`src/hdl/idwf_pkg.sv`:
```
package idwf_pkg;

  localparam int unsigned QueueDepth = 2;

  localparam logic [7:0] ADDR_RESET   = 8'h78;
  localparam logic [7:0] CTRL_COMMAND = 8'h00;
  localparam logic [7:0] CTRL_DATA    = 8'h40;

  localparam logic       ACT_COMMAND = 1'b0;
  localparam logic       ACT_DATA    = 1'b1;

  localparam logic [1:0] KIND_START = 2'd0;
  localparam logic [1:0] KIND_BIT   = 2'd1;
  localparam logic [1:0] KIND_ACK   = 2'd2;
  localparam logic [1:0] KIND_STOP  = 2'd3;

  localparam logic       REG_DEVICE_ADDRESS = 1'b0;

  typedef struct packed {
    logic [7:0] addr;
    logic [7:0] ctrl;
    logic [7:0] payload;
  } frame_t;

  typedef struct packed {
    logic [1:0] kind;
    logic       level;
    logic       last;
  } symbol_t;

endpackage

```
`src/hdl/i2c_display_write_framer.sv`:
```
// Frames one I2C display write per request: start, address byte, control byte
// (0x00 command, 0x40 data), payload byte, each byte followed by an ack clock,
// then stop; 29 symbols, one per clock, presented for exactly one cycle with
// out_strobe and never held off. A request is taken when start is high and
// busy is low; a two-deep request queue feeds the symbol sequencer, which
// chains frames with no gap. A taken request is written into the queue and
// popped once the sequencer is free, ahead of its start symbol. busy rises
// only when two requests are already waiting behind the frame on the wire.
// The device address is captured when a request is taken.
module i2c_display_write_framer (
  input  logic        clk,
  input  logic        rst_n,
  input  logic        start,
  output logic        busy,
  input  logic        in_action,
  input  logic [7:0]  in_payload,
  output logic        out_strobe,
  output logic [1:0]  out_symbol_kind,
  output logic        out_data_level,
  output logic        out_last_symbol,
  input  logic        psel,
  input  logic        penable,
  input  logic        pwrite,
  input  logic [2:0]  paddr,
  input  logic [31:0] pwdata,
  output logic [31:0] prdata,
  output logic        pready
);

  logic [7:0]         dev_addr_r, dev_addr_nxt;
  logic               cfg_wr;
  logic               full;
  logic               q_not_empty;
  logic               q_pop;
  idwf_pkg::frame_t   frame;
  idwf_pkg::frame_t   q_head;
  idwf_pkg::symbol_t  sym;
  logic               sym_valid;

  assign pready = 1'b1;
  assign cfg_wr = psel && penable && pwrite && pready;

  always_comb begin
    dev_addr_nxt = dev_addr_r;
    if (cfg_wr && (paddr[2] == idwf_pkg::REG_DEVICE_ADDRESS)) begin
      dev_addr_nxt = pwdata[7:0];
    end
  end

  always_ff @(posedge clk) begin
    if (!rst_n) begin
      dev_addr_r <= idwf_pkg::ADDR_RESET;
    end else begin
      dev_addr_r <= dev_addr_nxt;
    end
  end

  always_comb begin
    prdata = '0;
    if (paddr[2] == idwf_pkg::REG_DEVICE_ADDRESS && paddr[1:0] == 2'b00) begin
      prdata = {24'd0, dev_addr_r};
    end
  end

  assign busy = full;

  idwf_front u_front (
    .in_action      (in_action),
    .in_payload     (in_payload),
    .device_address (dev_addr_r),
    .frame          (frame)
  );

  idwf_queue u_queue (
    .clk        (clk),
    .rst_n      (rst_n),
    .push       (start),
    .push_frame (frame),
    .pop        (q_pop),
    .full       (full),
    .not_empty  (q_not_empty),
    .head       (q_head)
  );

  idwf_back u_back (
    .clk         (clk),
    .rst_n       (rst_n),
    .q_not_empty (q_not_empty),
    .q_head      (q_head),
    .q_pop       (q_pop),
    .sym_valid   (sym_valid),
    .sym         (sym)
  );

  assign out_strobe      = sym_valid;
  assign out_symbol_kind = sym.kind;
  assign out_data_level  = sym.level;
  assign out_last_symbol = sym.last;

endmodule

```
`src/hdl/idwf_front.sv`:
```
module idwf_front (
  input  logic                 in_action,
  input  logic [7:0]           in_payload,
  input  logic [7:0]           device_address,
  output idwf_pkg::frame_t     frame
);

  always_comb begin
    frame.addr    = device_address;
    frame.payload = in_payload;
    unique case (in_action)
      idwf_pkg::ACT_DATA:    frame.ctrl = idwf_pkg::CTRL_DATA;
      idwf_pkg::ACT_COMMAND: frame.ctrl = idwf_pkg::CTRL_COMMAND;
      default:               frame.ctrl = idwf_pkg::CTRL_COMMAND;
    endcase
  end

endmodule

```
`src/hdl/idwf_queue.sv`:
```
module idwf_queue (
  input  logic                 clk,
  input  logic                 rst_n,
  input  logic                 push,
  input  idwf_pkg::frame_t     push_frame,
  input  logic                 pop,
  output logic                 full,
  output logic                 not_empty,
  output idwf_pkg::frame_t     head
);

  localparam int unsigned PtrW = $clog2(idwf_pkg::QueueDepth);
  localparam int unsigned CntW = $clog2(idwf_pkg::QueueDepth + 1);

  idwf_pkg::frame_t ent_r [idwf_pkg::QueueDepth];
  logic [PtrW-1:0]  wptr_r, wptr_nxt;
  logic [PtrW-1:0]  rptr_r, rptr_nxt;
  logic [CntW-1:0]  cnt_r, cnt_nxt;
  logic             do_push, do_pop;

  assign full      = (cnt_r == CntW'(idwf_pkg::QueueDepth));
  assign not_empty = (cnt_r != '0);
  assign head      = ent_r[rptr_r];
  assign do_push   = push && !full;
  assign do_pop    = pop && not_empty;

  always_comb begin
    wptr_nxt = wptr_r;
    rptr_nxt = rptr_r;
    cnt_nxt  = cnt_r;
    if (do_push) begin
      wptr_nxt = (wptr_r == PtrW'(idwf_pkg::QueueDepth - 1)) ? '0 : wptr_r + 1'b1;
    end
    if (do_pop) begin
      rptr_nxt = (rptr_r == PtrW'(idwf_pkg::QueueDepth - 1)) ? '0 : rptr_r + 1'b1;
    end
    if (do_push && !do_pop) begin
      cnt_nxt = cnt_r + 1'b1;
    end else if (do_pop && !do_push) begin
      cnt_nxt = cnt_r - 1'b1;
    end
  end

  always_ff @(posedge clk) begin
    if (!rst_n) begin
      wptr_r <= '0;
      rptr_r <= '0;
      cnt_r  <= '0;
    end else begin
      wptr_r <= wptr_nxt;
      rptr_r <= rptr_nxt;
      cnt_r  <= cnt_nxt;
    end
  end

  always_ff @(posedge clk) begin
    if (do_push) begin
      ent_r[wptr_r] <= push_frame;
    end
  end

endmodule

```
`src/hdl/idwf_back.sv`:
```
module idwf_back (
  input  logic                 clk,
  input  logic                 rst_n,
  input  logic                 q_not_empty,
  input  idwf_pkg::frame_t     q_head,
  output logic                 q_pop,
  output logic                 sym_valid,
  output idwf_pkg::symbol_t    sym
);

  localparam logic [2:0] ST_IDLE  = 3'd0;
  localparam logic [2:0] ST_START = 3'd1;
  localparam logic [2:0] ST_BITS  = 3'd2;
  localparam logic [2:0] ST_ACK   = 3'd3;
  localparam logic [2:0] ST_STOP  = 3'd4;

  logic [2:0]  state_r, state_nxt;
  logic [2:0]  bitc_r, bitc_nxt;
  logic [1:0]  bytec_r, bytec_nxt;
  logic [23:0] shift_r, shift_nxt;
  logic        lvl_r, lvl_nxt;

  always_comb begin
    state_nxt = state_r;
    bitc_nxt  = bitc_r;
    bytec_nxt = bytec_r;
    shift_nxt = shift_r;
    lvl_nxt   = lvl_r;
    q_pop     = 1'b0;
    unique case (state_r)
      ST_IDLE: begin
        if (q_not_empty) begin
          q_pop     = 1'b1;
          shift_nxt = {q_head.addr, q_head.ctrl, q_head.payload};
          state_nxt = ST_START;
        end
      end
      ST_START: begin
        bitc_nxt  = '0;
        bytec_nxt = '0;
        state_nxt = ST_BITS;
      end
      ST_BITS: begin
        lvl_nxt   = shift_r[23];
        shift_nxt = {shift_r[22:0], 1'b0};
        bitc_nxt  = bitc_r + 1'b1;
        if (bitc_r == 3'd7) begin
          state_nxt = ST_ACK;
        end
      end
      ST_ACK: begin
        if (bytec_r == 2'd2) begin
          state_nxt = ST_STOP;
        end else begin
          bytec_nxt = bytec_r + 1'b1;
          bitc_nxt  = '0;
          state_nxt = ST_BITS;
        end
      end
      ST_STOP: begin
        if (q_not_empty) begin
          q_pop     = 1'b1;
          shift_nxt = {q_head.addr, q_head.ctrl, q_head.payload};
          state_nxt = ST_START;
        end else begin
          state_nxt = ST_IDLE;
        end
      end
      default: begin
        state_nxt = ST_IDLE;
      end
    endcase
  end

  always_ff @(posedge clk) begin
    if (!rst_n) begin
      state_r <= ST_IDLE;
      bitc_r  <= '0;
      bytec_r <= '0;
    end else begin
      state_r <= state_nxt;
      bitc_r  <= bitc_nxt;
      bytec_r <= bytec_nxt;
    end
  end

  always_ff @(posedge clk) begin
    shift_r <= shift_nxt;
    lvl_r   <= lvl_nxt;
  end

  always_comb begin
    sym_valid = 1'b1;
    sym.last  = 1'b0;
    unique case (state_r)
      ST_START: begin
        sym.kind  = idwf_pkg::KIND_START;
        sym.level = 1'b0;
      end
      ST_BITS: begin
        sym.kind  = idwf_pkg::KIND_BIT;
        sym.level = shift_r[23];
      end
      ST_ACK: begin
        sym.kind  = idwf_pkg::KIND_ACK;
        sym.level = lvl_r;
      end
      ST_STOP: begin
        sym.kind  = idwf_pkg::KIND_STOP;
        sym.level = 1'b1;
        sym.last  = 1'b1;
      end
      default: begin
        sym_valid = 1'b0;
        sym.kind  = idwf_pkg::KIND_START;
        sym.level = 1'b0;
      end
    endcase
  end

endmodule

```
`config.mk`:
```
export PLATFORM = sky130hd
export DESIGN_NAME = i2c_display_write_framer
export DESIGN_NICKNAME = d
export VERILOG_FILES = /design/src/hdl/idwf_pkg.sv /design/src/hdl/i2c_display_write_framer.sv /design/src/hdl/idwf_front.sv /design/src/hdl/idwf_queue.sv /design/src/hdl/idwf_back.sv
export SDC_FILE = /design/constraint.sdc
export NUM_CORES = 1
export LEC_CHECK = 0
export BUFFER_PORTS_ARGS = -buffer_cell sky130_fd_sc_hd__buf_2
export CAP_MARGIN = 20
export CORE_MARGIN = 3
export CORE_UTILIZATION = 30
export CTS_CLUSTER_DIAMETER = 80
export DETAILED_ROUTE_END_ITERATION = 7
export PLACE_DENSITY = 0.61
export SLEW_MARGIN = 25
export SYNTH_ARGS = -nofsm -noshare
export SYNTH_HDL_FRONTEND = slang
export SYNTH_SLANG_ARGS = --single-unit
export TNS_END_PERCENT = 5
```
`constraint.sdc`:
```
create_clock -name clk -period 3.1 [get_ports clk]
set_input_delay 0.155 -clock clk [delete_from_list [all_inputs] [get_ports clk]]
set_output_delay 0.155 -clock clk [all_outputs]
set_load 0.05 [all_outputs]
```
==> impl_metrics.json, run 1 <==
{
  "fin_crit_ns": 1.978,
  "worst_setup_path_end_kind": "output pin",
  "utilization": 0.3642,
  "fp-row-count": 38,
  "finalSetupViolations": 0,
  "critPathMaxFanout": 10,
  "maxCapViolCount": 0,
  "synth_area_leaders": "edfxtp_1 (52%), dfxtp_1 (12%), buf_4 (5.7%), mux2i_1 (5.3%), a21oi_1 (4.1%)",
  "path_cells": "nor2b_1 > a21boi_0 > o21ai_0 > buf_2",
  "coreArea_um2": 10980,
  "antenna_found_initial": 0,
  "finalWeightedCongestion": 0.7024,
  "syn_to_final_growth_pct": 17.58,
  "seq_area_um2": 2192,
  "num_io_pins": 89,
  "grt_pass1_wl_mm": 9.045,
  "synth-seq-cells": 80,
  "drive_gt1_frac": 0.1896,
  "hold_path.class": "in -> reg",
  "post-dp-hpwl_mm": 3.714,
  "numCtsBuffers": 9,
  "cp.arrival_ns": 1.82,
  "netlist.area_leader.share": 0.5208,
  "syn_area_per_cell_um2": 12.11,
  "die_y_um": 112.5,
  "critPathRequiredTime_ns": 2.94,
  "post_cts_buffers": 0,
  "yosys_warnings": 0,
  "postSynthCellCount": 281,
  "post-route-period-util": 0.6381,
  "clkTransAtPathRegs_ns": 0.06,
  "first_pass_iters": 4,
  "viasPerCell": 4.385,
  "tns_ns": 0,
  "tightest_slew_ns": 1.021,
  "synthesis.area_um2": 3402,
  "synth_top_cell_by_area": "edfxtp_1",
  "multi_input_area_um2": 1035,
  "cts-resized-gates": 0,
  "finalNetCount": 376,
  "layout_common_cells": "edfxtp_1 (59), buf_2 (39), a21oi_1 (28)",
  "power.density_nw_per_um2": 940.3,
  "via_count": 2048,
  "path_class": "reg -> out",
  "cts_root_buffer": "clkbuf_16",
  "htree_num_levels": 3,
  "drv_slew": 0,
  "placed_area_um2": 3635,
  "critPathSlowestCell": "dfxtp_1",
  "stdcell_area_um2": 4000,
  "vdd_ir_drop_max_mv": 0.4004,
  "clk_latency_ns": 0.33,
  "cts_tree": "built",
  "whs_ns": 0.01422,
  "status": "complete, no violations",
  "finalClockSkew_ns": 0.006048,
  "gr-total-overflow": 0,
  "die_x_um": 112.5,
  "yosys.cell_types.count": 34,
  "hold_violations": 0,
  "grt_use_total": 0.09044,
  "n_antenna_cell": 0,
  "final_common_cell": "edfxtp_1",
  "route.detailed.wl_per_inst_um": 12.04,
  "max-slew-margin-rel": 0.3181,
  "total_power_w": 0.003761,
  "max_freq_mhz": 505.6,
  "port_buffers": 39,
  "postCtsHoldBufs": 2,
  "cp-start-kind": "flip-flop",
  "dieArea_um2": 12650,
  "cts.path.max_buffers": 2,
  "critical-path-max-stage-delay_ns": 0.51,
  "initialDrtViolationCount": 113,
  "leakage_nw": 1.544,
  "rsz0062_at_grt": "no",
  "grt_max_degree": 35,
  "drc": 0,
  "cts.sinks": 80,
  "grt_pass1_vias": 1843,
  "fill_cells": 1066,
  "ys_seq_area_frac": 0.6444,
  "drt-total-wl_mm": 5.622,
  "initial_core_util": 0.3098,
  "ant_nets": 0
}
[path summary, 6_finish.rpt]
path                                        start                    to  slack [ns]  cells after the start
worst min-delay path                in_payload[5]   u_queue.ent_r[0][5]        0.01                      1
worst max register to register  u_back.state_r[0]      u_queue.cnt_r[1]        1.30                      5
worst max-delay path            u_back.state_r[1]        out_data_level        1.12                      4
worst min register to register      dev_addr_r[5]  u_queue.ent_r[0][21]        0.48                      0
[flip-flops by register name (all words and copies together), names as in the netlist, named ones only]
name / count
u_queue.ent_r: 34
u_back.shift_r: 24
dev_addr_r: 8
u_back.bitc_r: 3
u_back.state_r: 3
u_back.bytec_r: 2
u_queue.cnt_r: 2
u_back.lvl_r: 1
u_queue.rptr_r: 1
u_queue.wptr_r: 1
[report_power, final]
part / switching, W / internal, W / total [W] / leakage, nW
logic: 0.000564 / 0.000296 / 0.000860 / 0.665
clock network: 0.000412 / 0.000787 / 0.00120 / 0.166
registers: 0.000165 / 0.00154 / 0.00170 / 0.713
[layout make-up]
| type | count | share of cell area |
|---|---|---|
| flip-flops and latches | 80 | 0.5480 |
| multi-input cells | 183 | 0.2587 |
| repair buffers | 44 | 0.05943 |
| clock buffers | 9 | 0.05630 |
| well taps | 140 | 0.04379 |
| clock inverters | 7 | 0.03003 |
| inverters | 4 | 0.003754 |
[synthesized netlist by cell type]
library cell,n
and3_1,3
a21boi_0,2
buf_2,3
or3_1,2
buf_6,2
clkbuf_1,6
nor2b_1,2
and4b_1,1
o21a_1,1
buf_4,26
nand3b_1,2
o21ai_1,1
nor2_2,1
ha_1,4
nand2b_1,6
a21oi_1,28
or2_2,1
nor2_1,25
or2_0,1
mux2i_1,18
nand3_1,9
o22ai_1,1
xor2_1,2
nor3_1,2
o21ai_0,8
a31oi_1,2
nand2_1,18
edfxtp_1,59
inv_1,4
nand4b_1,1
conb_1,2
a21o_1,1
dfxtp_1,21
and2_1,16
[metrics by stage]
| stage | std cells | worst slack [ns] |
|---|---|---|
| after CTS | 467 | 1.095 |
| after global placement | 449 | 1.367 |
| after detailed placement | 449 | 1.309 |
| after global routing | 467 | 0.9070 |
| after floorplan | 304 | 0.3142 |
| final | 467 | 1.122 |
[cell families (layout without fill, tap and decap cells)]
kind of cell,count (synthesis),in the layout,synth area share
AOI/OAI and AO/OA,44,44,0.06877
adders and majority gates,4,4,0.01471
and+or+nand+nor,90,90,0.1324
buffers and inverters,41,64,0.07944
muxes,18,18,0.05296
xor gates and xnor gates,2,2,0.005150
DFF,80,80,0.6444
other,2,25,0.002208
[layer usage]
metal | global-route usage | wire length, um
met3 | 0.03019 | 313
met4 | 0.03446 | 87
met1 | 0.1185 | 2645
met5 | 0 | 0
met2 | 0.1395 | 2576
[worst max-delay path: cells and delay by family, from the launching register on]
kind                   cells  cell delay, ns
flip-flops                 1            0.51
buffers and inverters      1            0.28
AND/OR/NAND/NOR            1            0.40
AO/OA/AOI/OAI              2            0.30
No activity file was read; power rests on OpenSTA's default activity.
==> run 2, diff against run 1 <==
Settings changed: PLACE_DENSITY 0.61 to 0.63.
Clock period 3.1 ns to 1.65 ns, I/O delays scaled along.
==> impl_metrics.json, run 2 (same netlist as run 1, synthesis figures left out) <==
{
  "dieArea_um2": 12650,
  "layout_common_cells": "edfxtp_1 (59), buf_2 (36), a21oi_1 (27)",
  "post-dp-hpwl_mm": 3.849,
  "multi_input_area_um2": 1046,
  "hold_end": "dev_addr_r[6]",
  "initial_core_util": 0.3098,
  "worst_setup_path_end_kind": "output pin",
  "largest_reg_flops": 34,
  "path_cells": "buf_4 > nand2b_1 > a21boi_1 > o21ai_1 > buf_6",
  "grt_max_degree": 35,
  "r2r-start": "u_queue.cnt_r[0]",
  "reg2reg_slack_ns": 0.11,
  "tightest_slew_ns": 0.6579,
  "fin_crit_ns": 1.548,
  "die_x_um": 112.5,
  "antenna_found_initial": 0,
  "grt_use_total": 0.09668,
  "hold_depth": 2,
  "critical-path-max-stage-delay_ns": 0.32,
  "critPathSlowestCell": "dfxtp_1",
  "clkTransAtPathRegs_ns": 0.06,
  "r2r_end": "u_queue.cnt_r[1]",
  "numCtsBuffers": 9,
  "max-slew-margin-rel": 0.5580,
  "htree_num_levels": 3,
  "finalClockSkew_ns": 0.006452,
  "place_ws_ns": 0.05291,
  "critPathMaxFanout": 9,
  "path_class": "reg -> out",
  "num_io_pins": 89,
  "hold_violations": 0,
  "whs_ns": 0.04464,
  "drive_gt1_frac": 0.2143,
  "max_freq_mhz": 646.1,
  "leakage_nw": 1.649,
  "cp_top_family": "buffers and inverters",
  "hold_path.class": "in -> reg",
  "critPathBufInv": 2,
  "tns_ns": 0,
  "gr-total-overflow": 0,
  "cp-start-kind": "flip-flop",
  "maxCapViolCount": 0,
  "critPathRequiredTime_ns": 1.57,
  "fp-row-count": 38,
  "vdd_ir_drop_max_mv": 0.7094,
  "first_pass_iters": 4,
  "final.setup.worst_slack_ns": 0.1023,
  "port_buffers": 39,
  "grt_pass1_wl_mm": 9.770,
  "n_antenna_cell": 0,
  "die_y_um": 112.5,
  "reg2reg_depth": 6,
  "drt-total-wl_mm": 5.937,
  "post-route-period-util": 0.9380,
  "cts_root_buffer": "clkbuf_16",
  "route.detailed.wl_per_inst_um": 12.12,
  "via_count": 2122,
  "finalNetCount": 399,
  "cts.path.max_buffers": 2,
  "ant_nets": 0,
  "power.density_nw_per_um2": 1699,
  "viasPerCell": 4.331,
  "rsz0062_at_grt": "yes",
  "initialDrtViolationCount": 85,
  "coreArea_um2": 10980,
  "clk_latency_ns": 0.33,
  "seq_area_um2": 2195,
  "cts_tree": "built",
  "cp.arrival_ns": 1.47,
  "drc": 0,
  "fill_cells": 1028,
  "drv_slew": 0,
  "cts.sinks": 80,
  "final_common_cell": "edfxtp_1",
  "grt_pass1_vias": 2046,
  "top_register": "u_queue.ent_r",
  "worstHoldStart": "rst_n",
  "top_regs": "u_queue.ent_r x34, u_back.shift_r x24, dev_addr_r x8",
  "utilization": 0.3862,
  "status": "complete, no violations",
  "finalSetupViolations": 0,
  "syn_to_final_growth_pct": 24.68,
  "finalWeightedCongestion": 0.7238
}
-- run 2: worst register-to-register path, stage by stage, from the launching register on --
cell and delay [ns]:
dfxtp_2 0.35, nand2b_1 0.18, inv_2 0.09, nor2_1 0.04, ha_1 0.31, or3_1 0.37
a21oi_1 0.14
-- run 2: worst max-delay path by stage --
stage | from | endpoint | slack, ns | cells past startpoint
after global placement | u_queue.cnt_r[0] | u_queue.cnt_r[1] | 0.11 | 6
after floorplan | u_back.state_r[1] | out_strobe | -0.33 | 4
after global routing | u_back.state_r[1] | out_data_level | -0.01 | 5
after CTS | u_queue.cnt_r[0] | u_queue.cnt_r[1] | 0.04 | 6
final | u_back.state_r[1] | out_data_level | 0.10 | 5
after detailed placement | u_queue.cnt_r[0] | u_queue.cnt_r[1] | 0.05 | 6
-- run 2: final cells by class --
cell class / instances / area share
Sequential cell: 80 / 0.5174
Multi-Input combinational cell: 183 / 0.2466
Timing Repair Buffer: 67 / 0.1142
Clock buffer: 9 / 0.05310
Tap cell: 140 / 0.04130
Clock inverter: 7 / 0.02389
Inverter: 4 / 0.003540
-- run 2: where the power goes --
group | total (W) | internal [W] | leakage (nW) | switching [W]
Clock | 0.00214 | 0.00134 | 0.158 | 0.000794
Combinational | 0.00201 | 0.000755 | 0.777 | 0.00125
Sequential | 0.00306 | 0.00289 | 0.714 | 0.000175
Total | 0.00721 | 0.00498 | 1.65 | 0.00222
-- run 2: what timing repair did --
action / in CTS / in global routing
setup endpoints to repair: 2 / 4
buffers inserted: 0 / 0
cloned: 0 / 0
endpoints found under the hold margin: 26 / 0
resized for setup: 3 / 8
hold buffers: 17 / 0
-- run 2: metal layers --
layer  vias to the layer above  global-route usage  routed length [um]
li1                       1066                   -                   -
met1                       990              0.1204                2671
met2                        55              0.1585                2869
met3                        11             0.02588                 285
met4                         0             0.04167                 111
met5                         -                   0                   0
-- run 2: stage by stage --
stage,power (W),cells,instance area [um^2]
finish,0.007205,490,4242
global route,0.007593,490,4242
CTS,0.007277,490,4224
detailed placement,0.005059,457,3720
global placement,0.005000,457,3720
floorplan,0.004535,304,3497
